## src/rtl/tgvs_pkg.sv

```systemverilog
// ----------------------------------------------------------------------------
// Touch gesture view selector package
// Shared types, register map and reset values for the view selector.
// ----------------------------------------------------------------------------
package tgvs_pkg;

    localparam int COORD_BITS_DEF = 12;
    localparam int TIME_BITS_DEF  = 32;

    localparam int CFG_AW = 5;
    localparam int CFG_DW = 32;

    localparam logic [2:0] REG_CAMERA_COUNT  = 3'd0;
    localparam logic [2:0] REG_SWIPE_MIN_DX  = 3'd1;
    localparam logic [2:0] REG_SWIPE_MAX_DY  = 3'd2;
    localparam logic [2:0] REG_SWIPE_MAX_MS  = 3'd3;
    localparam logic [2:0] REG_TAP_MAX_DELTA = 3'd4;
    localparam logic [2:0] REG_SPLIT_COLUMN  = 3'd5;

    localparam logic [3:0]  RST_CAMERA_COUNT  = 4'd2;
    localparam logic [11:0] RST_SWIPE_MIN_DX  = 12'd100;
    localparam logic [11:0] RST_SWIPE_MAX_DY  = 12'd100;
    localparam logic [15:0] RST_SWIPE_MAX_MS  = 16'd500;
    localparam logic [11:0] RST_TAP_MAX_DELTA = 12'd50;
    localparam logic [11:0] RST_SPLIT_COLUMN  = 12'd640;

    localparam logic [3:0] MIN_DUAL_CAMERAS = 4'd2;
    localparam logic [3:0] ONE_CAMERA       = 4'd1;

    typedef enum logic [1:0] {
        EV_PRESS   = 2'd0,
        EV_MOVE    = 2'd1,
        EV_RELEASE = 2'd2,
        EV_IGNORED = 2'd3
    } t_event;

    typedef enum logic [1:0] {
        VIEW_DUAL   = 2'd0,
        VIEW_SINGLE = 2'd1,
        VIEW_AUTO   = 2'd2
    } t_view;

    typedef enum logic [1:0] {
        GEST_NONE  = 2'd0,
        GEST_SWIPE = 2'd1,
        GEST_TAP   = 2'd2
    } t_gesture;

    typedef struct packed {
        logic [3:0]  camera_count;
        logic [11:0] swipe_min_dx;
        logic [11:0] swipe_max_dy;
        logic [15:0] swipe_max_ms;
        logic [11:0] tap_max_delta;
        logic [11:0] split_column;
    } t_cfg;

    typedef struct packed {
        t_gesture gesture;
        t_view    view;
        logic     camera;
    } t_decision;

endpackage

```

## src/rtl/tgvs_classify.sv

```systemverilog
// ----------------------------------------------------------------------------
// Gesture classifier
// Classifies a release against its press and works out the next view.
// ----------------------------------------------------------------------------
module tgvs_classify import tgvs_pkg::*; #(
    parameter int COORD_BITS = COORD_BITS_DEF,
    parameter int TIME_BITS  = TIME_BITS_DEF
) (
    input  t_cfg                  i_cfg,
    input  logic [COORD_BITS-1:0] i_start_x,
    input  logic [COORD_BITS-1:0] i_start_y,
    input  logic [TIME_BITS-1:0]  i_start_time,
    input  logic [COORD_BITS-1:0] i_x,
    input  logic [COORD_BITS-1:0] i_y,
    input  logic [TIME_BITS-1:0]  i_time,
    input  t_view                 i_view,
    input  logic                  i_camera,
    output t_decision             o_decision
);

    localparam int CW = (COORD_BITS > 12) ? COORD_BITS : 12;
    localparam int TW = (TIME_BITS > 16) ? TIME_BITS : 16;

    logic [COORD_BITS-1:0] adx;
    logic [COORD_BITS-1:0] ady;
    logic [CW-1:0]         adx_w;
    logic [CW-1:0]         ady_w;
    logic [CW-1:0]         x_w;
    logic [TIME_BITS-1:0]  dur;
    logic [TW-1:0]         dur_w;
    logic                  right;
    logic                  left_half;
    logic                  is_swipe;
    logic                  is_tap;
    logic                  dual_ok;
    logic                  one_cam;

    assign adx   = (i_x >= i_start_x) ? (i_x - i_start_x) : (i_start_x - i_x);
    assign ady   = (i_y >= i_start_y) ? (i_y - i_start_y) : (i_start_y - i_y);
    assign adx_w = CW'(adx);
    assign ady_w = CW'(ady);
    assign x_w   = CW'(i_x);
    assign dur   = i_time - i_start_time;
    assign dur_w = TW'(dur);

    assign right     = i_x > i_start_x;
    assign left_half = x_w < CW'(i_cfg.split_column);
    assign is_swipe  = (adx_w > CW'(i_cfg.swipe_min_dx)) && (ady_w < CW'(i_cfg.swipe_max_dy))
                    && (dur_w < TW'(i_cfg.swipe_max_ms));
    assign is_tap    = (adx_w < CW'(i_cfg.tap_max_delta)) && (ady_w < CW'(i_cfg.tap_max_delta));
    assign dual_ok   = i_cfg.camera_count >= MIN_DUAL_CAMERAS;
    assign one_cam   = i_cfg.camera_count == ONE_CAMERA;

    always_comb begin
        o_decision.gesture = GEST_NONE;
        o_decision.view    = i_view;
        o_decision.camera  = i_camera;
        priority if (is_swipe) begin
            o_decision.gesture = GEST_SWIPE;
            priority if (dual_ok && i_view == VIEW_DUAL) begin
                o_decision.view   = VIEW_SINGLE;
                o_decision.camera = (right == left_half) ? 1'b0 : 1'b1;
            end else if (one_cam && i_view == VIEW_SINGLE) begin
                o_decision.view = right ? VIEW_AUTO : VIEW_SINGLE;
            end else if (i_view == VIEW_AUTO) begin
                o_decision.view = VIEW_SINGLE;
            end else begin
                o_decision.view = i_view;
            end
        end else if (is_tap) begin
            o_decision.gesture = GEST_TAP;
            priority if (dual_ok && i_view == VIEW_DUAL) begin
                o_decision.view   = VIEW_SINGLE;
                o_decision.camera = left_half ? 1'b0 : 1'b1;
            end else if (one_cam) begin
                o_decision.view = (i_view == VIEW_SINGLE) ? VIEW_AUTO : VIEW_SINGLE;
            end else begin
                o_decision.view = i_view;
            end
        end else begin
            o_decision.gesture = GEST_NONE;
        end
    end

endmodule

```

## src/rtl/touch_gesture_view_selector.sv

```systemverilog
// ----------------------------------------------------------------------------
// Touch gesture view selector
// Turns touch events into swipe and tap gestures that drive the camera view.
//
// The input channel carries one touch event per transfer (mode, x, y, time).
// Each event gives exactly one result transfer on the output channel with
// the view mode, the selected camera, the redraw flag and the gesture.
// An event is held in an input register, then classified and applied to
// the view state as it moves into the result register, from which its
// result is offered. One event can be accepted every cycle unless the
// receiver stalls; the rate is set by the single classify-and-update step
// between the two registers.
// When the receiver stalls, the result register holds and the input
// register still takes one more event; the input stall rises only when
// both are full. Reset empties both registers, clears tracking and the
// start point, sets the view to dual with camera 0 and loads the default
// thresholds. Users must write registers through the APB-style port only
// while no event is in flight, which the block does not enforce; writing
// the camera count also resets the view to dual or single.
// ----------------------------------------------------------------------------
module touch_gesture_view_selector import tgvs_pkg::*; #(
    parameter int COORD_BITS = COORD_BITS_DEF,
    parameter int TIME_BITS  = TIME_BITS_DEF
) (
    input  logic                  i_clk,
    input  logic                  i_rst_n,
    input  logic                  i_in_valid,
    output logic                  o_in_stall,
    input  logic [1:0]            i_mode,
    input  logic [COORD_BITS-1:0] i_touch_x,
    input  logic [COORD_BITS-1:0] i_touch_y,
    input  logic [TIME_BITS-1:0]  i_time_ms,
    output logic                  o_out_valid,
    input  logic                  i_out_stall,
    output logic [1:0]            o_view_mode,
    output logic                  o_active_camera,
    output logic                  o_redraw,
    output logic [1:0]            o_gesture,
    input  logic                  psel,
    input  logic                  penable,
    input  logic                  pwrite,
    input  logic [CFG_AW-1:0]     paddr,
    input  logic [CFG_DW-1:0]     pwdata,
    output logic [CFG_DW-1:0]     prdata,
    output logic                  pready
);

    t_cfg                  r_cfg;
    logic                  r_in_valid;
    t_event                r_in_mode;
    logic [COORD_BITS-1:0] r_in_x;
    logic [COORD_BITS-1:0] r_in_y;
    logic [TIME_BITS-1:0]  r_in_time;
    logic                  r_tracking;
    logic [COORD_BITS-1:0] r_start_x;
    logic [COORD_BITS-1:0] r_start_y;
    logic [TIME_BITS-1:0]  r_start_time;
    t_view                 r_view;
    logic                  r_camera;
    logic                  r_out_valid;
    t_view                 r_out_view;
    logic                  r_out_camera;
    t_gesture              r_out_gesture;

    t_view                 n_view;
    logic                  n_camera;
    t_gesture              n_gesture;
    t_decision             decision;
    logic                  advance;
    logic                  in_take;
    logic                  cfg_write;
    logic [2:0]            reg_index;

    assign advance    = r_in_valid && (!r_out_valid || !i_out_stall);
    assign o_in_stall = r_in_valid && !advance;
    assign in_take    = i_in_valid && !o_in_stall;
    assign pready     = 1'b1;
    assign cfg_write  = psel && penable && pwrite && pready;
    assign reg_index  = paddr[CFG_AW-1:2];

    tgvs_classify #(
        .COORD_BITS(COORD_BITS),
        .TIME_BITS (TIME_BITS)
    ) u_classify (
        .i_cfg       (r_cfg),
        .i_start_x   (r_start_x),
        .i_start_y   (r_start_y),
        .i_start_time(r_start_time),
        .i_x         (r_in_x),
        .i_y         (r_in_y),
        .i_time      (r_in_time),
        .i_view      (r_view),
        .i_camera    (r_camera),
        .o_decision  (decision)
    );

    always_comb begin
        n_view    = r_view;
        n_camera  = r_camera;
        n_gesture = GEST_NONE;
        if (r_in_mode == EV_RELEASE && r_tracking) begin
            n_view    = decision.view;
            n_camera  = decision.camera;
            n_gesture = decision.gesture;
        end
    end

    always_comb begin
        prdata = '0;
        unique case (reg_index)
            REG_CAMERA_COUNT:  prdata = CFG_DW'(r_cfg.camera_count);
            REG_SWIPE_MIN_DX:  prdata = CFG_DW'(r_cfg.swipe_min_dx);
            REG_SWIPE_MAX_DY:  prdata = CFG_DW'(r_cfg.swipe_max_dy);
            REG_SWIPE_MAX_MS:  prdata = CFG_DW'(r_cfg.swipe_max_ms);
            REG_TAP_MAX_DELTA: prdata = CFG_DW'(r_cfg.tap_max_delta);
            REG_SPLIT_COLUMN:  prdata = CFG_DW'(r_cfg.split_column);
            default:           prdata = '0;
        endcase
    end

    always_ff @(posedge i_clk) begin
        if (!i_rst_n) begin
            r_cfg.camera_count  <= RST_CAMERA_COUNT;
            r_cfg.swipe_min_dx  <= RST_SWIPE_MIN_DX;
            r_cfg.swipe_max_dy  <= RST_SWIPE_MAX_DY;
            r_cfg.swipe_max_ms  <= RST_SWIPE_MAX_MS;
            r_cfg.tap_max_delta <= RST_TAP_MAX_DELTA;
            r_cfg.split_column  <= RST_SPLIT_COLUMN;
        end else if (cfg_write) begin
            unique case (reg_index)
                REG_CAMERA_COUNT:  r_cfg.camera_count  <= pwdata[3:0];
                REG_SWIPE_MIN_DX:  r_cfg.swipe_min_dx  <= pwdata[11:0];
                REG_SWIPE_MAX_DY:  r_cfg.swipe_max_dy  <= pwdata[11:0];
                REG_SWIPE_MAX_MS:  r_cfg.swipe_max_ms  <= pwdata[15:0];
                REG_TAP_MAX_DELTA: r_cfg.tap_max_delta <= pwdata[11:0];
                REG_SPLIT_COLUMN:  r_cfg.split_column  <= pwdata[11:0];
                default: ;
            endcase
        end
    end

    always_ff @(posedge i_clk) begin
        if (!i_rst_n) begin
            r_in_valid <= 1'b0;
        end else if (in_take) begin
            r_in_valid <= 1'b1;
        end else if (advance) begin
            r_in_valid <= 1'b0;
        end
    end

    always_ff @(posedge i_clk) begin
        if (in_take) begin
            r_in_mode <= t_event'(i_mode);
            r_in_x    <= i_touch_x;
            r_in_y    <= i_touch_y;
            r_in_time <= i_time_ms;
        end
    end

    always_ff @(posedge i_clk) begin
        if (!i_rst_n) begin
            r_tracking   <= 1'b0;
            r_start_x    <= '0;
            r_start_y    <= '0;
            r_start_time <= '0;
            r_view       <= VIEW_DUAL;
            r_camera     <= 1'b0;
        end else if (cfg_write && reg_index == REG_CAMERA_COUNT) begin
            r_view <= (pwdata[3:0] >= MIN_DUAL_CAMERAS) ? VIEW_DUAL : VIEW_SINGLE;
        end else if (advance) begin
            if (r_in_mode == EV_PRESS) begin
                r_tracking   <= 1'b1;
                r_start_x    <= r_in_x;
                r_start_y    <= r_in_y;
                r_start_time <= r_in_time;
            end else if (r_in_mode == EV_RELEASE) begin
                r_tracking <= 1'b0;
            end
            r_view   <= n_view;
            r_camera <= n_camera;
        end
    end

    always_ff @(posedge i_clk) begin
        if (!i_rst_n) begin
            r_out_valid <= 1'b0;
        end else if (advance) begin
            r_out_valid <= 1'b1;
        end else if (!i_out_stall) begin
            r_out_valid <= 1'b0;
        end
    end

    always_ff @(posedge i_clk) begin
        if (advance) begin
            r_out_view    <= n_view;
            r_out_camera  <= n_camera;
            r_out_gesture <= n_gesture;
        end
    end

    assign o_out_valid     = r_out_valid;
    assign o_view_mode     = r_out_view;
    assign o_active_camera = r_out_camera;
    assign o_redraw        = r_out_gesture != GEST_NONE;
    assign o_gesture       = r_out_gesture;

endmodule

```

## config.mk

```make
export PLATFORM = sky130hd
export DESIGN_NAME = touch_gesture_view_selector
export DESIGN_NICKNAME = d
export VERILOG_FILES = /design/src/rtl/tgvs_pkg.sv /design/src/rtl/tgvs_classify.sv /design/src/rtl/touch_gesture_view_selector.sv
export SDC_FILE = /design/constraint.sdc
export NUM_CORES = 1
export LEC_CHECK = 0
export BUFFER_PORTS_ARGS = -buffer_cell sky130_fd_sc_hd__buf_2
export CAP_MARGIN = 10
export CORE_AREA = 2 2 157 175
export DETAILED_ROUTE_END_ITERATION = 8
export DIE_AREA = 0 0 159 177
export PLACE_DENSITY = 0.83
export SLEW_MARGIN = 0
export SYNTH_ARGS = -nofsm -noshare
export SYNTH_HDL_FRONTEND = slang
export SYNTH_SLANG_ARGS = --single-unit
```

## constraint.sdc

```tcl
create_clock -name i_clk -period 5.5 [get_ports i_clk]
set_clock_uncertainty 0.05 [all_clocks]
set_input_delay 0.55 -clock i_clk [delete_from_list [all_inputs] [get_ports i_clk]]
set_output_delay 0.55 -clock i_clk [all_outputs]
set_load 0.01 [all_outputs]
```

# After elaboration in Yosys (flattened, before gate mapping)
# Cells that the tools add are included.
totals:
  reg_bits: 193
  latchBits: 0
  ram_bits: 0
  romBits: 0
  output_inout_bits: 41
  word_cells: 113
  memories: 0
classes:
  add_sub_neg: 5
  n_mul: 0
  div_mod_pow: 0
  order_cmp: 11
  eq_ne: 11
  n_shift: 0
  n_mux: 28
  n_bitwise: 2
  reduce_logical: 34
ops:
  columns: ["operator", "count"]
  rows:
  - ["case mux 16 bit (6 select lines)", 1]
  - ["< comparator 12 bit", 4]
  - ["subtractor 12 bit", 4]
  - ["< comparator 32 x 16 -> 1 bit", 1]
  - ["subtractor 32 bit", 1]
  - [">= comparator 12 bit", 2]
  - ["> comparator 12 bit", 2]
  - ["two-way mux 12 bit", 2]
  - ["two-way mux 2 bit", 11]
  - ["AND reduction 2 bit", 7]
  - ["logical AND 1 bit", 12]
  - ["two-way mux 1 bit", 12]
  - [">= comparator 4 x 2 -> 1 bit, second input constant", 2]
  - ["nonzero test 2 bit", 4]
  - ["equality test 3 x 2 -> 1 bit, second input constant", 2]
  - ["equality test 3 bit, second input constant", 2]
  - ["AND reduction 3 bit", 2]
  - ["equality test 2 bit, second input constant", 2]
  - ["equality test 4 x 1 -> 1 bit, second input constant", 1]
  - ["logical NOT 1 bit", 4]
  - ["logical NOT 2 bit", 2]
  - ["two-way mux 4 bit", 1]
  - ["equality test 3 x 1 -> 1 bit, second input constant", 1]
  - ["logical NOT 3 bit", 1]
  - ["7 further kinds", 8]

# Logic depth before layout (Yosys ltp)
logic_depth:
  word_depth: 9
  depth_mapped: 31
  ltp_nobuf: 29

# Modules after synthesis
# From an unflattened synthesis, not the netlist that was laid out.
unflattened:
  hier_cells: 1565
  hier_area_um2: 13320.3
modules_own_cells:
  columns: ["module", "instances", "cells_each", "area_each_um2", "seq_area_each_um2"]
  rows:
  - ["touch_gesture_view_selector", 1, 747, 7503.4, 4494.3]
  - ["tgvs_classify", 1, 818, 5816.8, 0.0]

# Worst setup path after synthesis
# Ideal clock, no wire load.
synth_timing:
  path_kind: "register to register"
  from: "register r_in_x[0]"
  to: "register r_out_camera (netlist: o_active_camera), data pin"
  setup_time_ns: 0.259
  t_arrival_ns: 5.625
  path_slack_ns: -0.434
  path_stages_with_launch: 32
  n_path_buf: 2
  period_less_slack_ns: 5.934
  path_cell_list: "edfxtp_1 -> inv_1 -> ha_1 -> inv_1 -> fa_1 -> a21o_1 -> a21o_1 -> a21oi_1 -> o21ai_1 -> a21oi_1 -> o21bai_1 -> clkbuf_1 -> mux2i_1 -> o211ai_1 -> a221o_1 -> a211oi_1 -> a211oi_1 -> xor2_1 -> ha_1 -> nand4_1 -> nor3_1 -> a311oi_1 -> o2111ai_1 -> a311oi_1 -> nand4b_1 -> a2111oi_2 -> nand4_1 -> nor4_2 -> buf_6 -> nor3_1 -> nor3_2 -> o21ai_1"
synth_between:
  elab_chain_cells: 7
  word_cells_on_any_way: 19
synth_lines:
  columns: ["element", "line_no", "rtl"]
  rows:
  - ["start, declared", "touch_gesture_view_selector.sv:51", "logic [COORD_BITS-1:0] r_in_x;"]
  - ["start signal, assigned", "touch_gesture_view_selector.sv:155", "r_in_x <= i_touch_x;"]
  - ["subtractor 12 bit / >= comparator 12 bit (equally long branches)", "tgvs_classify.sv:38", "assign adx = (i_x >= i_start_x) ? (i_x - i_start_x) : (i_start_x - i_x);"]
  - ["two-way mux 12 bit", "tgvs_classify.sv:38", null]
  - ["< comparator 12 bit / > comparator 12 bit (equally long branches)", "tgvs_classify.sv:50, tgvs_classify.sv:48", null]
  - ["logical AND 1 bit (on tied branches)", "tgvs_classify.sv:50, tgvs_classify.sv:48", null]
  - ["two-way mux 3 bit / logical AND 1 bit (equally long branches)", "tgvs_classify.sv:70, tgvs_classify.sv:49", null]
  - ["two-way mux 4 bit (*)", "tgvs_classify.sv:58", "priority if (is_swipe) begin"]
  - ["two-way mux 1 bit (*)", "touch_gesture_view_selector.sv:101", "if (r_in_mode == EV_RELEASE && r_tracking) begin"]
  - ["named net n_camera", "touch_gesture_view_selector.sv:66", "logic n_camera;"]
  - ["end signal, assigned", "touch_gesture_view_selector.sv:198", "r_out_camera <= n_camera;"]
  - ["end, declared", "touch_gesture_view_selector.sv:62", "logic r_out_camera;"]
# The timed path passes the listed nets; every way through them passes the cells marked *.
# A chain may end at the register's enable or synchronous reset.

# Worst setup path after layout
layout_timing:
  from: "register r_in_y[0]"
  to: "register r_out_camera (netlist: o_active_camera), data pin"
layout_between:
  elab_chain_cells: 7
  word_cells_on_any_way: 12
layout_lines:
  columns: ["element", "line_no", "rtl"]
  rows:
  - ["start, declared", "touch_gesture_view_selector.sv:52", "logic [COORD_BITS-1:0] r_in_y;"]
  - ["start signal, assigned", "touch_gesture_view_selector.sv:156", "r_in_y <= i_touch_y;"]
  - ["subtractor 12 bit / >= comparator 12 bit (equally long branches)", "tgvs_classify.sv:39", "assign ady = (i_y >= i_start_y) ? (i_y - i_start_y) : (i_start_y - i_y);"]
  - ["two-way mux 12 bit (*)", "tgvs_classify.sv:39", null]
  - ["< comparator 12 bit (on tied branches)", "tgvs_classify.sv:50, tgvs_classify.sv:48", null]
  - ["logical AND 1 bit (on tied branches)", "tgvs_classify.sv:50, tgvs_classify.sv:48", null]
  - ["two-way mux 3 bit / logical AND 1 bit (equally long branches)", "tgvs_classify.sv:70, tgvs_classify.sv:49", null]
  - ["two-way mux 4 bit (*)", "tgvs_classify.sv:58", null]
  - ["two-way mux 1 bit (*)", "touch_gesture_view_selector.sv:101", null]
  - ["named net n_camera", "touch_gesture_view_selector.sv:66", null]
# Marks and branches as above.

==> reports/qor.yml <==
yosys:
  ys_top_cells_by_count: "nand2_1 (261), a21oi_1 (197), inv_1 (159)"
  synth_seq_cells: 193
  synth_area_leaders: "dfxtp_1 (20%), edfxtp_1 (15%), ha_1 (14%), a21oi_1 (7.6%), nand2_1 (7.5%)"
  synth_area_sq_mm: 0.01300
  seq_area_frac_synth: 0.3458
  synth_top_area_frac: 0.2003
  synthFlopType: "dfxtp_1"
  async_flop_share: 0
  synth_cell_types: 81
  syn_inst: 1574
  synth_edf_count: 63
  ys_warn_count: 0
  avgSynthCellArea_sq_um: 8.257
  synth_most_common_cell: "nand2_1"
  yosysTopAreaCell: "dfxtp_1"
global_route:
  grt-busiest-layer: "met2"
  grt_util_all_layers: 0.2484
  grt_pass1_wl_mm: 56.42
  use_met3: 0.04077
  antenna_found_initial: 0
  met1_usage: 0.2840
  grt_pass1_vias: 11730
  grt_max_degree: 62
  overflow: 0
  grt_use_met2: 0.4495
route:
  routed_wl_mm: 35.11
  avgRoutedWirePerCell_um: 16.91
  vias_per_cell: 5.680
  ant_nets: 0
  first_iter_violations: 1045
  drc_errors: 0
  firstDrtPassIters: 8
  vias: 11800
power:
  power.share.switching: 0.3206
  pwr-share-seq: 0.420
  vdd_drop_max_v: 0.0001616
  p_int_uw: 2502
  clkPwrFrac: 0.355
  combPwrFrac: 0.225
  p_leak_uw: 0.006301
  power.net_switching_uw: 1181
  p_per_area_mw_per_mm2: 244.3
timing:
  maxSlewViolCount: 0
  slew_headroom: 0.2476
  finalCriticalPeriod_ps: 6115
  worst_pin_slew_ps: 1129
  layout_setup_ws_ps: -615.3
  fin_crit_sh: 1.112
  finalSetupViolations: 8
  rsz0062_at_grt: "yes"
  fmaxAchievable_ghz: 0.1635
  hold_viol_final: 0
clock_network:
  cts_hold_buf: 0
  h-tree-depth: 4
  clock_sinks: 193
  root_buffer: "clkbuf_16"
  clk_pin_slew_ps: 90
  cts_max_path_buffers: 2
  numCtsBuffers: 17
  cts_tree: "done"
  clock_latency_ps: 460
worst_hold_path:
  min_from: "i_time_ms[19]"
  hp-class: "input pin to flip-flop"
  min_to: "r_in_time[19]$_DFFE_PP_"
  min_delay_path_depth: 1
critical_path:
  critPathSlowestCell: "edfxtp_1"
  worstPathArrival_ps: 6280
  crit_path_max_incr_delay_ps: 390
  worst-setup-path-type: "flip-flop to flip-flop"
  end_kind: "flip-flop"
  worstPathRequired_ps: 5660
  start_kind: "flip-flop"
  timing.reg2reg.setup_slack_ps: -620
  r2r-start: "r_in_y[0]$_DFFE_PP_"
  cpMostUsedCell: "buf_4"
  r2r-end: "o_active_camera$_DFFE_PP_"
  rr_worst_depth: 37
  cp_max_fo: 5
placed_design:
  dp.cells: 2023
  gp_congestion: 0.9106
  place.port_buffers: 107
  pre_cts_ws_ps: -398.9
  dp_hpwl_mm: 25.21
layout:
  layout.nets: 1962
  area_growth_pct: 15.99
  n_fill_cell: 2309
  layout.cells.non_filler: 2077
  layout-drive-gt1-share: 0.1581
  antenna_cells: 0
die:
  dieArea_sq_mm: 0.02814
  die_h_um: 177
  core_sq_mm: 0.02649
  initial_core_util: 0.4907
  io_pins: 143
  rows: 63
  die_w_um: 159
status:
  run_status: "finished with violations"
  violations: "setup timing"
job:
  maxCapViolations: 0
[stage by stage]
| stage | power (uW) | utilization | cell area, sq um | hold slack, ps | setup TNS (ps) |
|---|---|---|---|---|---|
| after floorplan | 2100 | - | 13100 | 386.3 | 0 |
| after global placement | 2318 | 0.5330 | 14120 | 391.6 | -652.0 |
| after detailed placement | 2346 | 0.5330 | 14120 | 396.5 | -2327 |
| after CTS | 3671 | 0.5667 | 15010 | 193.7 | -2145 |
| after global routing | 3855 | 0.5692 | 15070 | 189.6 | -6408 |
| final | 3683 | 0.5692 | 15070 | 205.3 | -4135 |
[layout by cell type, fill, tap and decap left out, drive strengths merged, types with 11 or more instances in the layout]
master / netlist / routed
ha: 148 / 148
mux2i: 45 / 45
xor2: 16 / 16
o21bai: 12 / 12
dfxtp: 130 / 130
buf: 28 / 187
edfxtp: 63 / 63
nor2b: 12 / 12
a21oi: 197 / 197
a31oi: 11 / 11
a211oi: 15 / 15
conb: 2 / 17
o21ai: 57 / 57
nand3: 18 / 18
nor2: 78 / 78
a221oi: 11 / 11
o211ai: 25 / 25
inv: 162 / 169
nand2: 261 / 261
clkbuf: 60 / 17
a21o: 45 / 45
xnor2: 27 / 27
nor3: 21 / 21
nand4: 20 / 20
[layer usage]
metal,vias up,share of wire
met2,419,0.50
met3,106,0.056
li1,5711,-
met1,5562,0.40
met4,0,0.043
met5,-,0
[registers in the layout, summed over array words and instances, names as in the netlist, 12 cells and up]
signal        cells
r_cfg            68
r_in_time        32
r_in_x           12
r_in_y           12
r_start_time     32
r_start_x        12
r_start_y        12
[critical path, delay by kind of cell, from the launching register on]
| family | cells | cell delay (ps) |
|---|---|---|
| AOI/OAI and AO/OA | 12 | 2170 |
| buffers and inverters | 16 | 1570 |
| adders and majority gates | 3 | 740 |
| and+or+nand+nor | 4 | 680 |
| DFF | 1 | 390 |
| xor gates and xnor gates | 1 | 170 |
| muxes | 1 | 100 |
[cell type report]
| cell class | instances | area (sq um) | area share |
|---|---|---|---|
| Clock buffer | 17 | 425.4 | 0.02822 |
| Clock inverter | 15 | 209.0 | 0.01386 |
| Inverter | 163 | 611.8 | 0.04059 |
| Multi-Input combinational cell | 1145 | 7736 | 0.5132 |
| Sequential cell | 193 | 4494 | 0.2981 |
| Tap cell | 357 | 446.7 | 0.02963 |
| Timing Repair Buffer | 187 | 1151 | 0.07636 |
[how the worst max path moves through the flow]
stage	from	end	slack (ps)	depth (start not counted)
after floorplan	r_in_x[0]$_DFFE_PP_	o_active_camera$_DFFE_PP_	50	31
after global placement	r_in_x[0]$_DFFE_PP_	o_active_camera$_DFFE_PP_	-180	30
after detailed placement	r_in_y[0]$_DFFE_PP_	o_active_camera$_DFFE_PP_	-400	28
after CTS	r_in_y[0]$_DFFE_PP_	o_active_camera$_DFFE_PP_	-360	29
after global routing	r_in_y[0]$_DFFE_PP_	o_active_camera$_DFFE_PP_	-910	37
final	r_in_y[0]$_DFFE_PP_	o_active_camera$_DFFE_PP_	-620	37
[timing repair]
action / in CTS / in global routing
setup buffers: 20 / 3
setup endpoints to repair: 8 / 8
endpoints found under the hold margin: 0 / 0
gates cloned: 1 / 0
gates resized for setup: 23 / 16
pin swaps: 13 / 6
[power groups by stage]
| stage | sequential, uW | combinational, uW | clock, uW |
|---|---|---|---|
| 2_1_floorplan | 1570 | 529 | 0 |
| 3_3_place_gp | 1580 | 742 | 0 |
| 3_5_place_dp | 1580 | 769 | 0 |
| 4_1_cts | 1540 | 800 | 1330 |
| 5_1_grt | 1550 | 916 | 1390 |
| 6_report | 1550 | 829 | 1310 |
[cell families after synthesis]
family                   share of synthesized area
multiplexers                               0.03812
flip-flops                                  0.3458
adder cells (fa/ha/maj)                     0.1502
buffers and inverters                      0.07856
XOR/XNOR                                   0.02898
AND/OR/NAND/NOR                             0.1516
other                                    0.0005779
AO/OA/AOI/OAI                               0.2061
No activity file was read; power rests on OpenSTA's default activity.
